$ cat config.mk
export PLATFORM = sky130hd
export DESIGN_NAME = midi_running_status_parser
export DESIGN_NICKNAME = d
export VERILOG_FILES = /design/src/rtl/mrs_pkg.sv /design/src/rtl/midi_running_status_parser.sv
export SDC_FILE = /design/constraint.sdc
export NUM_CORES = 1
export LEC_CHECK = 0
export ABC_CLOCK_PERIOD_IN_PS = 4800
export BUFFER_PORTS_ARGS = -buffer_cell sky130_fd_sc_hd__buf_2
export CAP_MARGIN = 20
export CORE_UTILIZATION = 34
export DETAILED_ROUTE_END_ITERATION = 16
export PLACE_DENSITY = 0.6
export REMOVE_ABC_BUFFERS = 1
export SETUP_SLACK_MARGIN = 0.5
export SLEW_MARGIN = 40
export SYNTH_ARGS = -nofsm -noshare
export SYNTH_HDL_FRONTEND = slang
export SYNTH_SLANG_ARGS = --single-unit
$ cat constraint.sdc
create_clock -name clock -period 4.8 [get_ports clock]
set_input_delay 0.48 -clock clock [delete_from_list [all_inputs] [get_ports clock]]
set_output_delay 0.48 -clock clock [all_outputs]
set_load 0.1 [all_outputs]
$ cat src/rtl/mrs_pkg.sv
// Shared types, message codes and a decode function for the MIDI running-status parser.
package mrs_pkg;

   // Result kinds
   localparam logic [2:0] MSG_NOTE_ON   = 3'd0;
   localparam logic [2:0] MSG_NOTE_OFF  = 3'd1;
   localparam logic [2:0] MSG_CTRL_CHG  = 3'd2;
   localparam logic [2:0] MSG_PITCH_BND = 3'd3;
   localparam logic [2:0] MSG_CHAN_PRS  = 3'd4;

   // Status command nibbles
   localparam logic [3:0] CMD_NOTE_OFF  = 4'h8;
   localparam logic [3:0] CMD_NOTE_ON   = 4'h9;
   localparam logic [3:0] CMD_POLY_PRS  = 4'hA;
   localparam logic [3:0] CMD_CTRL_CHG  = 4'hB;
   localparam logic [3:0] CMD_PROG_CHG  = 4'hC;
   localparam logic [3:0] CMD_CHAN_PRS  = 4'hD;
   localparam logic [3:0] CMD_PITCH_BND = 4'hE;
   localparam logic [3:0] CMD_SYSTEM    = 4'hF;

   // System common status bytes that carry data
   localparam logic [7:0] SYS_TIME_CODE = 8'hF1;
   localparam logic [7:0] SYS_SONG_POS  = 8'hF2;
   localparam logic [7:0] SYS_SONG_SEL  = 8'hF3;

   typedef struct packed {
      logic [7:0] data_byte;
      logic       first_of_packet;
   } req_type;

   typedef struct packed {
      logic [2:0]  msg_type;
      logic [7:0]  first_data;
      logic [7:0]  second_data;
      logic [14:0] bend_value;
   } rsp_type;

   // Number of data bytes that follow a status byte
   function automatic logic [1:0] data_len(input logic [7:0] st);
      logic [1:0] n;
      n = 2'd0;
      unique case (st[7:4]) inside
         CMD_PROG_CHG, CMD_CHAN_PRS: n = 2'd1;
         CMD_NOTE_OFF, CMD_NOTE_ON, CMD_POLY_PRS, CMD_CTRL_CHG, CMD_PITCH_BND: n = 2'd2;
         CMD_SYSTEM: begin
            unique case (st) inside
               SYS_TIME_CODE, SYS_SONG_SEL: n = 2'd1;
               SYS_SONG_POS:                n = 2'd2;
               default:                     n = 2'd0;
            endcase
         end
         default: n = 2'd0;
      endcase
      return n;
   endfunction

endpackage

$ cat src/rtl/midi_running_status_parser.sv
// Top level: MIDI byte parser with running status and a registered result stage.
//
//  channel  dir  handshake             payload
//  req_     in   req_valid/req_stall   req_data (mrs_pkg::req_type)
//  rsp_     out  rsp_valid/rsp_stall   rsp_data (mrs_pkg::rsp_type)
//
// One byte is taken per cycle while req_stall is low; a result is registered with the byte that completes it.
// The parse state and the result register sit on either side of one shallow decode.
// Reset (synchronous) clears running status, the byte count and the result valid.
// req_stall rises only while a result is held and rsp_stall is high; a new byte is
// taken in the same cycle that the held result is transferred.
module midi_running_status_parser
   import mrs_pkg::*;
(
   input  logic    clock,
   input  logic    reset,
   input  logic    req_valid,
   output logic    req_stall,
   input  req_type req_data,
   output logic    rsp_valid,
   input  logic    rsp_stall,
   output rsp_type rsp_data
);

   logic [7:0] status_ff, status_in;
   logic [1:0] need_ff, need_in;
   logic       seen_ff, seen_in;
   logic       drop_ff, drop_in;
   logic [7:0] held_ff, held_in;
   logic       rsp_valid_ff;
   rsp_type    rsp_data_ff, rsp_data_in;
   logic       emit;
   logic       req_xfer;

   assign req_stall = rsp_valid_ff & rsp_stall;
   assign req_xfer  = req_valid & ~req_stall;

   always_comb begin
      logic [7:0] b;
      logic [1:0] n;
      logic       fin;
      logic [7:0] d1;
      logic [7:0] d2;

      b         = req_data.data_byte;
      n         = 2'd0;
      fin       = 1'b0;
      d1        = 8'd0;
      d2        = 8'd0;
      status_in = status_ff;
      need_in   = need_ff;
      seen_in   = seen_ff;
      drop_in   = drop_ff;
      held_in   = held_ff;

      // a packet start drops running status and any partial message
      if (req_data.first_of_packet) begin
         status_in = 8'd0;
         need_in   = 2'd0;
         seen_in   = 1'b0;
         drop_in   = 1'b0;
      end

      if (!drop_in) begin
         if (need_in == 2'd0) begin
            if (b[7]) begin
               status_in = b;
               n         = data_len(b);
               if (n == 2'd0) begin
                  drop_in = 1'b1;
               end else begin
                  need_in = n;
                  seen_in = 1'b0;
               end
            end else if (status_in == 8'd0) begin
               drop_in = 1'b1;
            end else begin
               n = data_len(status_in);
               if (n == 2'd0) begin
                  drop_in = 1'b1;
               end else begin
                  held_in = b;
                  if (n == 2'd1) begin
                     fin = 1'b1;
                     d1  = b;
                  end else begin
                     need_in = n;
                     seen_in = 1'b1;
                  end
               end
            end
         end else if (!seen_in) begin
            held_in = b;
            if (need_in == 2'd1) begin
               fin = 1'b1;
               d1  = b;
            end else begin
               seen_in = 1'b1;
            end
         end else begin
            fin = 1'b1;
            d1  = held_ff;
            d2  = b;
         end
      end

      if (fin) begin
         need_in = 2'd0;
         seen_in = 1'b0;
      end

      // classify the completed message by its command nibble; a zero-velocity note on is a note off
      emit                    = 1'b0;
      rsp_data_in.msg_type    = MSG_NOTE_ON;
      rsp_data_in.first_data  = d1;
      rsp_data_in.second_data = d2;
      rsp_data_in.bend_value  = 15'd0;
      if (fin) begin
         emit = 1'b1;
         if (status_in[7:4] == CMD_NOTE_ON && d2 != 8'd0) begin
            rsp_data_in.msg_type = MSG_NOTE_ON;
         end else if (status_in[7:4] == CMD_NOTE_OFF || status_in[7:4] == CMD_NOTE_ON) begin
            rsp_data_in.msg_type = MSG_NOTE_OFF;
         end else if (status_in[7:4] == CMD_CTRL_CHG) begin
            rsp_data_in.msg_type = MSG_CTRL_CHG;
         end else if (status_in[7:4] == CMD_PITCH_BND) begin
            rsp_data_in.msg_type   = MSG_PITCH_BND;
            rsp_data_in.bend_value = {d2, 7'd0} | {7'd0, d1};
         end else if (status_in[7:4] == CMD_CHAN_PRS) begin
            rsp_data_in.msg_type    = MSG_CHAN_PRS;
            rsp_data_in.second_data = 8'd0;
         end else begin
            emit = 1'b0;
         end
      end
   end

   always_ff @(posedge clock) begin
      if (reset) begin
         status_ff    <= 8'd0;
         need_ff      <= 2'd0;
         seen_ff      <= 1'b0;
         drop_ff      <= 1'b0;
         held_ff      <= 8'd0;
         rsp_valid_ff <= 1'b0;
      end else begin
         if (req_xfer) begin
            status_ff    <= status_in;
            need_ff      <= need_in;
            seen_ff      <= seen_in;
            drop_ff      <= drop_in;
            held_ff      <= held_in;
            rsp_valid_ff <= emit;
         end else if (!rsp_stall) begin
            rsp_valid_ff <= 1'b0;
         end
      end
   end

   // hold the result while stalled; load it with the byte that completes it
   always_ff @(posedge clock) begin
      if (req_xfer && emit) begin
         rsp_data_ff <= rsp_data_in;
      end
   end

   assign rsp_valid = rsp_valid_ff;
   assign rsp_data  = rsp_data_ff;

endmodule

==> summary.md, run 1 <==
| Metric | Value |
|---|---|
| Outcome | `completed` |
| Post-CTS sizing | `0` |
| Die ar. | `8340 um^2` |
| Min Tclk post-route | `2500 ps` |
| DR vias/cell | `5.33` |
| Commonest non-fill, non-tap cells in the layout | `48 x buf_2, 34 x edfxtp_1, 21 x dfxtp_1, 19 x nor2_1` |
| Die width | `91.3 um` |
| Clock Path Buffers | `2` |
| GP Congestion | `0.847` |
| Hold WC Path Type | `input pin to flip-flop` |
| Seq cells post-synth | `55` |
| Port buffer count | `48` |
| Total power | `0.946 mW` |
| Fin Setup TNS | `0 ps` |
| CP cell instances | `and4b_1 > nand3_2 > a311oi_4 > and3_1 > buf_4` |
| Hold-fix buffers, CTS | `0` |
| I/O Pins | `49` |
| Starting Density | `0.351` |
| Grt peak-use layer | `met2` |
| Fillers | `758` |
| P_sw | `0.250 mW` |
| Net Sw Frac | `0.264` |
| Critical-path top delay cell | `dfxtp_1` |
| Yosys warning total | `0` |
| Largest net degree at the start of global routing | `35` |
| Total GRT Usage | `0.162` |
| Fin. max-slew vios | `0` |
| Endpoints failing setup | `0` |
| Slew headroom | `0.511` |
| Post-route ant nets | `0` |
| Clock power share | `0.335` |
| VDD IR max | `109 uV` |
| Max FO, Critical Path | `34` |
| Post-CTS Repair Setup Buffers | `0` |
| Slowest Stage Delay on Critical Path | `600 ps` |
| Worst EP required | `4780 ps` |
| Diodes inserted | `0` |
| Static leakage | `1.12 nW` |
| Initial DRC count | `185` |
| Min-delay src | `req_valid` |
| Share of layout cells above drive strength 1 | `0.257` |
| Post-placement setup slack | `2170 ps` |
| Clk sinks | `55` |
| Cell-internal power | `0.696 mW` |
| Synth cell types | `55` |
| P per Cell Area | `305 nW/um^2` |
| Total gr overflow | `0` |
| RSZ-0062 raised after global routing | `false` |
| Met1 Usage GRT | `0.226` |
| FF-to-FF path depth | `5` |
| Crit start category | `flip-flop` |
| Number of global-route vias before repair | `2014` |
| Final worst slack | `2300 ps` |
| Number of flops mapped to enable cells by yosys | `34` |
| Cell Area, Synth | `2710 um^2` |
| Root Driver | `clkbuf_8` |
| Worst r2r src | `status_ff[6]$_SDFFE_PP0P_` |
| Critical path class | `flip-flop to flip-flop` |
| Reg2reg setup slack | `2300 ps` |
| DR WL/cell | `15.9 um` |
| Critical path origin | `status_ff[6]$_SDFFE_PP0P_` |
| CTS tree | `done` |
| First-pass GRT wire length | `10500 um` |
| Worst Skew | `7.46 ps` |
| Initial antenna violation count | `0` |
| Layout Nets | `312` |
| GR Util met3 | `0.0369` |
| Via Count | `2141` |
| Synth Flop Type | `edfxtp_1` |
| Fraction of registers with async set/reset | `0` |
| Worst Setup EP | `rsp_data[12]$_SDFFCE_PP0P_` |
| Max-cap violations | `0` |
| Final-report hold violation count | `0` |
| Pre-antenna DRT Iters | `6` |
| M2 GR Usage | `0.245` |
| WP data arrival | `2470 ps` |
| Site Rows | `32` |
| Area Overhead vs Synth | `14.5%` |
| Placed cells | `394` |
| Part of the power in registers | `0.548` |
| Num CTS Buffers | `5` |
| DP HPWL | `4390 um` |
| Clock-pin slew on the worst setup and hold paths | `100 ps` |
| Seq/Total Area, Yosys | `0.531` |
| Post-synthesis cell count | `263` |
| # DRC | `0` |
| Core Area | `7730 um^2` |
| F_max | `0.401 GHz` |
| CP endpoint kind | `flip-flop` |
| Die H | `91.3 um` |
| Period utilization | `0.520` |
| Reg2reg end | `rsp_data[12]$_SDFFCE_PP0P_` |
| Post-route insts no fill | `402` |
| WL final | `6380 um` |
| Tightest Pin Transition | `730 ps` |
| H-tree depth | `2` |
| Worst skew pair latency | `320 ps` |
| Most common cell after layout, fill and taps aside | `buf_2` |
| Comb pwr share | `0.117` |
| Syn Area/Cell | `10.3 um^2` |
## layer usage
| layer | part of all wire | up-vias | wire length, um |
|---|---|---|---|
| met1 | 0.46 | 1016 | 2950 |
| met3 | 0.066 | 5 | 420 |
| met2 | 0.46 | 77 | 2960 |
| met4 | 0.0094 | 0 | 60 |
| met5 | 0 | - | 0 |
| li1 | - | 1043 | - |
## how the worst min path moves through the flow
stage / end / slack, ps / cells past startpoint
2_1_floorplan: held_ff[7]$_SDFFE_PP0P_ / 450 / 2
3_3_place_gp: held_ff[6]$_SDFFE_PP0P_ / 460 / 2
3_5_place_dp: held_ff[3]$_SDFFE_PP0P_ / 470 / 2
4_1_cts: rsp_valid$_SDFFE_PP0P_ / 460 / 3
5_1_grt: rsp_valid$_SDFFE_PP0P_ / 480 / 3
6_report: rsp_valid$_SDFFE_PP0P_ / 460 / 3
## area by class of cell
class	instances	area, um^2	share of cell area
sequential	55	1440	0.464
multi-input combinational	183	1150	0.372
timing repair buffer	49	248	0.0798
tap	102	128	0.0411
clock buffer	5	68.8	0.0222
clock inverter	3	46.3	0.0149
inverter	5	18.8	0.00604
## registers in the layout, summed over array words and instances (netlist names)
name       count
need_ff        2
held_ff        8
seen_ff        1
drop_ff        1
rsp_valid      1
status_ff      8
rsp_data      34
## worst max-delay path, delay by kind of cell, from the launching register on
| family | cells | cell delay (ps) |
|---|---|---|
| buf+inv | 1 | 370 |
| compound gates | 1 | 530 |
| flops | 1 | 600 |
| simple gates | 3 | 650 |
## power by group through the flow
stage          combinational, mW  clock, mW  sequential (mW)
6_report                   0.111      0.317            0.518
5_1_grt                    0.121      0.338            0.520
4_1_cts                    0.110      0.321            0.518
3_5_place_dp               0.110          0            0.529
3_3_place_gp               0.109          0            0.528
2_1_floorplan             0.0572          0            0.540
## kinds of logic after synthesis
family,count (synthesis),share of synthesized area
mux,3,0.0111
xor+xnor,4,0.0129
compound gates,68,0.173
flops,55,0.531
simple gates,108,0.228
buf+inv,25,0.0429
## cells in the mapped netlist (2+ instances only)
master | n | area (um^2)
o21ai_0 | 11 | 55.1
nand3b_1 | 2 | 15.0
o31ai_1 | 3 | 22.5
nor4_1 | 2 | 12.5
xor2_1 | 2 | 17.5
and3_1 | 4 | 25.0
o21ai_1 | 3 | 15.0
clkbuf_1 | 12 | 45.0
nand3_1 | 17 | 85.1
nor3_1 | 10 | 50.1
nor2_2 | 7 | 43.8
mux2i_1 | 3 | 30.0
nor2_1 | 19 | 71.3
nor2b_1 | 2 | 12.5
a22oi_1 | 15 | 113
buf_6 | 2 | 22.5
inv_1 | 5 | 18.8
dfxtp_1 | 21 | 420
and2_1 | 17 | 106
edfxtp_1 | 34 | 1020
and4b_1 | 2 | 20.0
a21oi_1 | 16 | 80.1
nand2b_1 | 4 | 25.0
nand2_1 | 10 | 37.5
a31oi_1 | 3 | 18.8
xnor2_1 | 2 | 17.5
or4_1 | 2 | 15.0
buf_2 | 6 | 30.0
## stage by stage
step	instance area [um^2]	hold slack, ps	util
floorplan	2620	448	-
global placement	2990	462	0.387
detailed placement	2990	472	0.387
CTS	3110	458	0.402
global route	3110	475	0.402
finish	3110	458	0.402
Power figures use the tool's default switching activity.
==> run 2: changes to the inputs <==
--- a/config.mk
+++ b/config.mk
@@ -5,12 +5,12 @@
 export SDC_FILE = /design/constraint.sdc
 export NUM_CORES = 1
 export LEC_CHECK = 0
-export ABC_CLOCK_PERIOD_IN_PS = 4800
+export ABC_CLOCK_PERIOD_IN_PS = 2040
 export BUFFER_PORTS_ARGS = -buffer_cell sky130_fd_sc_hd__buf_2
 export CAP_MARGIN = 20
 export CORE_UTILIZATION = 34
 export DETAILED_ROUTE_END_ITERATION = 16
-export PLACE_DENSITY = 0.6
+export PLACE_DENSITY = 0.62
 export REMOVE_ABC_BUFFERS = 1
 export SETUP_SLACK_MARGIN = 0.5
 export SLEW_MARGIN = 40
==> constraint.sdc (replaced) <==
create_clock -name clock -period 2.04 [get_ports clock]
set_input_delay 0.204 -clock clock [delete_from_list [all_inputs] [get_ports clock]]
set_output_delay 0.204 -clock clock [all_outputs]
set_load 0.1 [all_outputs]
==> run 2 against run 1 <==
  * Setup slack lost 2100 ps
  * Total power grew 150%
  * Fmax grew 36%
  * Utilization grew 9.2 points
  * Largest cell class unchanged
==> summary.md, run 2 (synthesis results as in run 1) <==
| Metric | Value |
|---|---|
| Outcome | `completed (unchanged)` |
| Fin Setup TNS | `0 ps (unchanged)` |
| Total GRT Usage | `0.175 (was 0.162)` |
| DR WL/cell | `16.8 um (was 15.9 um)` |
| Die width | `91.3 um (unchanged)` |
| Static leakage | `1.41 nW (was 1.12 nW)` |
| CTS tree | `done (unchanged)` |
| Clock Path Buffers | `2 (unchanged)` |
| Tightest Pin Transition | `547 ps (was 730 ps)` |
| First-pass GRT wire length | `11100 um (was 10500 um)` |
| Core Area | `7730 um^2 (unchanged)` |
| Multi-input gate area | `1400 um^2 (was 1150 um^2)` |
| RSZ-0062 raised after global routing | `true (was false)` |
| Cell-internal power | `1.71 mW (was 0.696 mW)` |
| Root Driver | `clkbuf_8 (unchanged)` |
| Worst EP required | `2090 ps (was 4780 ps)` |
| Worst skew pair latency | `320 ps (about the same)` |
| Pre-antenna DRT Iters | `7 (was 6)` |
| Net Sw Frac | `0.268 (was 0.264)` |
| Commonest non-fill, non-tap cells in the layout | `48 x buf_2, 34 x edfxtp_1, 33 x buf_4, 17 x and2_1, 15 x nor2_1 (was 48 x buf_2, 34 x edfxtp_1, 21 x dfxtp_1, 19 x nor2_1)` |
| Max FO, Critical Path | `8 (was 34)` |
| Comb pwr share | `0.174 (was 0.117)` |
| Layout Nets | `356 (was 312)` |
| DP HPWL | `4580 um (was 4390 um)` |
| Sequential cell area | `1460 um^2 (was 1440 um^2)` |
| Initial antenna violation count | `0 (unchanged)` |
| Critical path class | `flip-flop to flip-flop (unchanged)` |
| Initial DRC count | `241 (was 185)` |
| DR vias/cell | `5.45 (was 5.33)` |
| P_sw | `0.628 mW (was 0.250 mW)` |
| Number of global-route vias before repair | `2138 (was 2014)` |
| Total gr overflow | `0 (unchanged)` |
| Starting Density | `0.351 (unchanged)` |
| Crit start category | `flip-flop (unchanged)` |
| Clock-pin slew on the worst setup and hold paths | `100 ps (about the same)` |
| VDD IR max | `261 uV (was 109 uV)` |
| Diodes inserted | `0 (unchanged)` |
| Die ar. | `8340 um^2 (unchanged)` |
| Clock power share | `0.309 (was 0.335)` |
| Part of the power in registers | `0.516 (was 0.548)` |
| H-tree depth | `2 (unchanged)` |
| Worst Skew | `7.32 ps (was 7.46 ps)` |
| Clk sinks | `55 (unchanged)` |
| Max FFs per register | `34 (unchanged)` |
| FF-to-FF path depth | `7 (was 5)` |
| Period utilization | `0.902 (was 0.520)` |
| Hold-critical path depth | `3 (unchanged)` |
| Endpoints failing setup | `0 (unchanged)` |
| WL final | `7480 um (was 6380 um)` |
| Share of layout cells above drive strength 1 | `0.465 (was 0.257)` |
| Slew headroom | `0.633 (was 0.511)` |
| Site Rows | `32 (unchanged)` |
| WP data arrival | `1890 ps (was 2470 ps)` |
| Area Overhead vs Synth | `40.7% (was 14.5%)` |
| Die H | `91.3 um (unchanged)` |
| Hold WC Path Type | `input pin to flip-flop (unchanged)` |
| Max-cap violations | `0 (unchanged)` |
| Most common cell after layout, fill and taps aside | `buf_2 (unchanged)` |
| CP endpoint kind | `flip-flop (unchanged)` |
| Port buffer count | `48 (unchanged)` |
| Final-report hold violation count | `0 (unchanged)` |
| P per Cell Area | `613 nW/um^2 (was 305 nW/um^2)` |
| I/O Pins | `49 (unchanged)` |
| Total power | `2.34 mW (was 0.946 mW)` |
| Via Count | `2430 (was 2141)` |
| Largest net degree at the start of global routing | `23 (was 35)` |
| Cell Area, Placed | `3130 um^2 (was 2990 um^2)` |
| Min Tclk post-route | `1840 ps (was 2500 ps)` |
| Fillers | `680 (was 758)` |
| GP Congestion | `0.899 (was 0.847)` |
| F_max | `0.544 GHz (was 0.401 GHz)` |
| Num CTS Buffers | `5 (unchanged)` |
| # DRC | `0 (unchanged)` |
| Post-route cell area | `3820 um^2 (was 3110 um^2)` |
| Fin. max-slew vios | `0 (unchanged)` |
| Post-route ant nets | `0 (unchanged)` |
## run 2: changes by cell type in the layout (fill, tap and decap cells not counted), sizes merged
cell	delta
buf	+43
inv	-1
clkbuf	+2
## run 2: area by class of cell
type	count	share of cell area
clock buffer	6	0.0190
clock inverter	2	0.00983
inverter	5	0.00492
multi-input combinational	183	0.367
sequential	55	0.383
tap	102	0.0334
timing repair buffer	93	0.182
## run 2: worst paths after layout
kind	start	end	slack, ps
max	status_ff[5]$_SDFFE_PP0P_	rsp_data[21]$_DFFE_PP_	200
min	req_valid	rsp_valid$_SDFFE_PP0P_	180
max reg2reg	status_ff[5]$_SDFFE_PP0P_	rsp_data[21]$_DFFE_PP_	200
min reg2reg	held_ff[4]$_SDFFE_PP0P_	held_ff[4]$_SDFFE_PP0P_	480
## run 2: repair_timing
item	in CTS	in global routing
hold buffers	0	0
pin swaps	12	11
setup buffers	16	7
setup endpoints to repair	85	86
resized for setup	32	42
gates cloned	2	2
## run 2: metrics by stage
step	instances	hold WS [ps]	util	worst slack, ps
6_report	446	179	0.494	201
5_1_grt	446	178	0.494	149
4_1_cts	437	172	0.458	242
3_5_place_dp	411	471	0.405	71.0
3_3_place_gp	411	463	0.405	133
2_1_floorplan	243	273	-	-619
## run 2: critical path: stages, from the launching register on
cell	delay (ps)
dfxtp_4	380
and4b_1	240
nand3_2	110
a311oi_4	250
and3_4	240
buf_6	100
buf_12	100
clkbuf_16	140
## run 2: power by group through the flow
stage / Clock (mW) / Sequential, mW / Combinational, mW
2_1_floorplan: 0 / 1.27 / 0.135
3_3_place_gp: 0 / 1.24 / 0.292
3_5_place_dp: 0 / 1.24 / 0.292
4_1_cts: 0.734 / 1.21 / 0.341
5_1_grt: 0.773 / 1.21 / 0.433
6_report: 0.724 / 1.21 / 0.408
## run 2: layer usage
metal	GRT usage	up-vias	share of wire
met5	0	-	0
met4	0.0820	0	0.032
li1	-	1127	-
met3	0.0318	21	0.060
met1	0.232	1171	0.43
met2	0.278	111	0.48
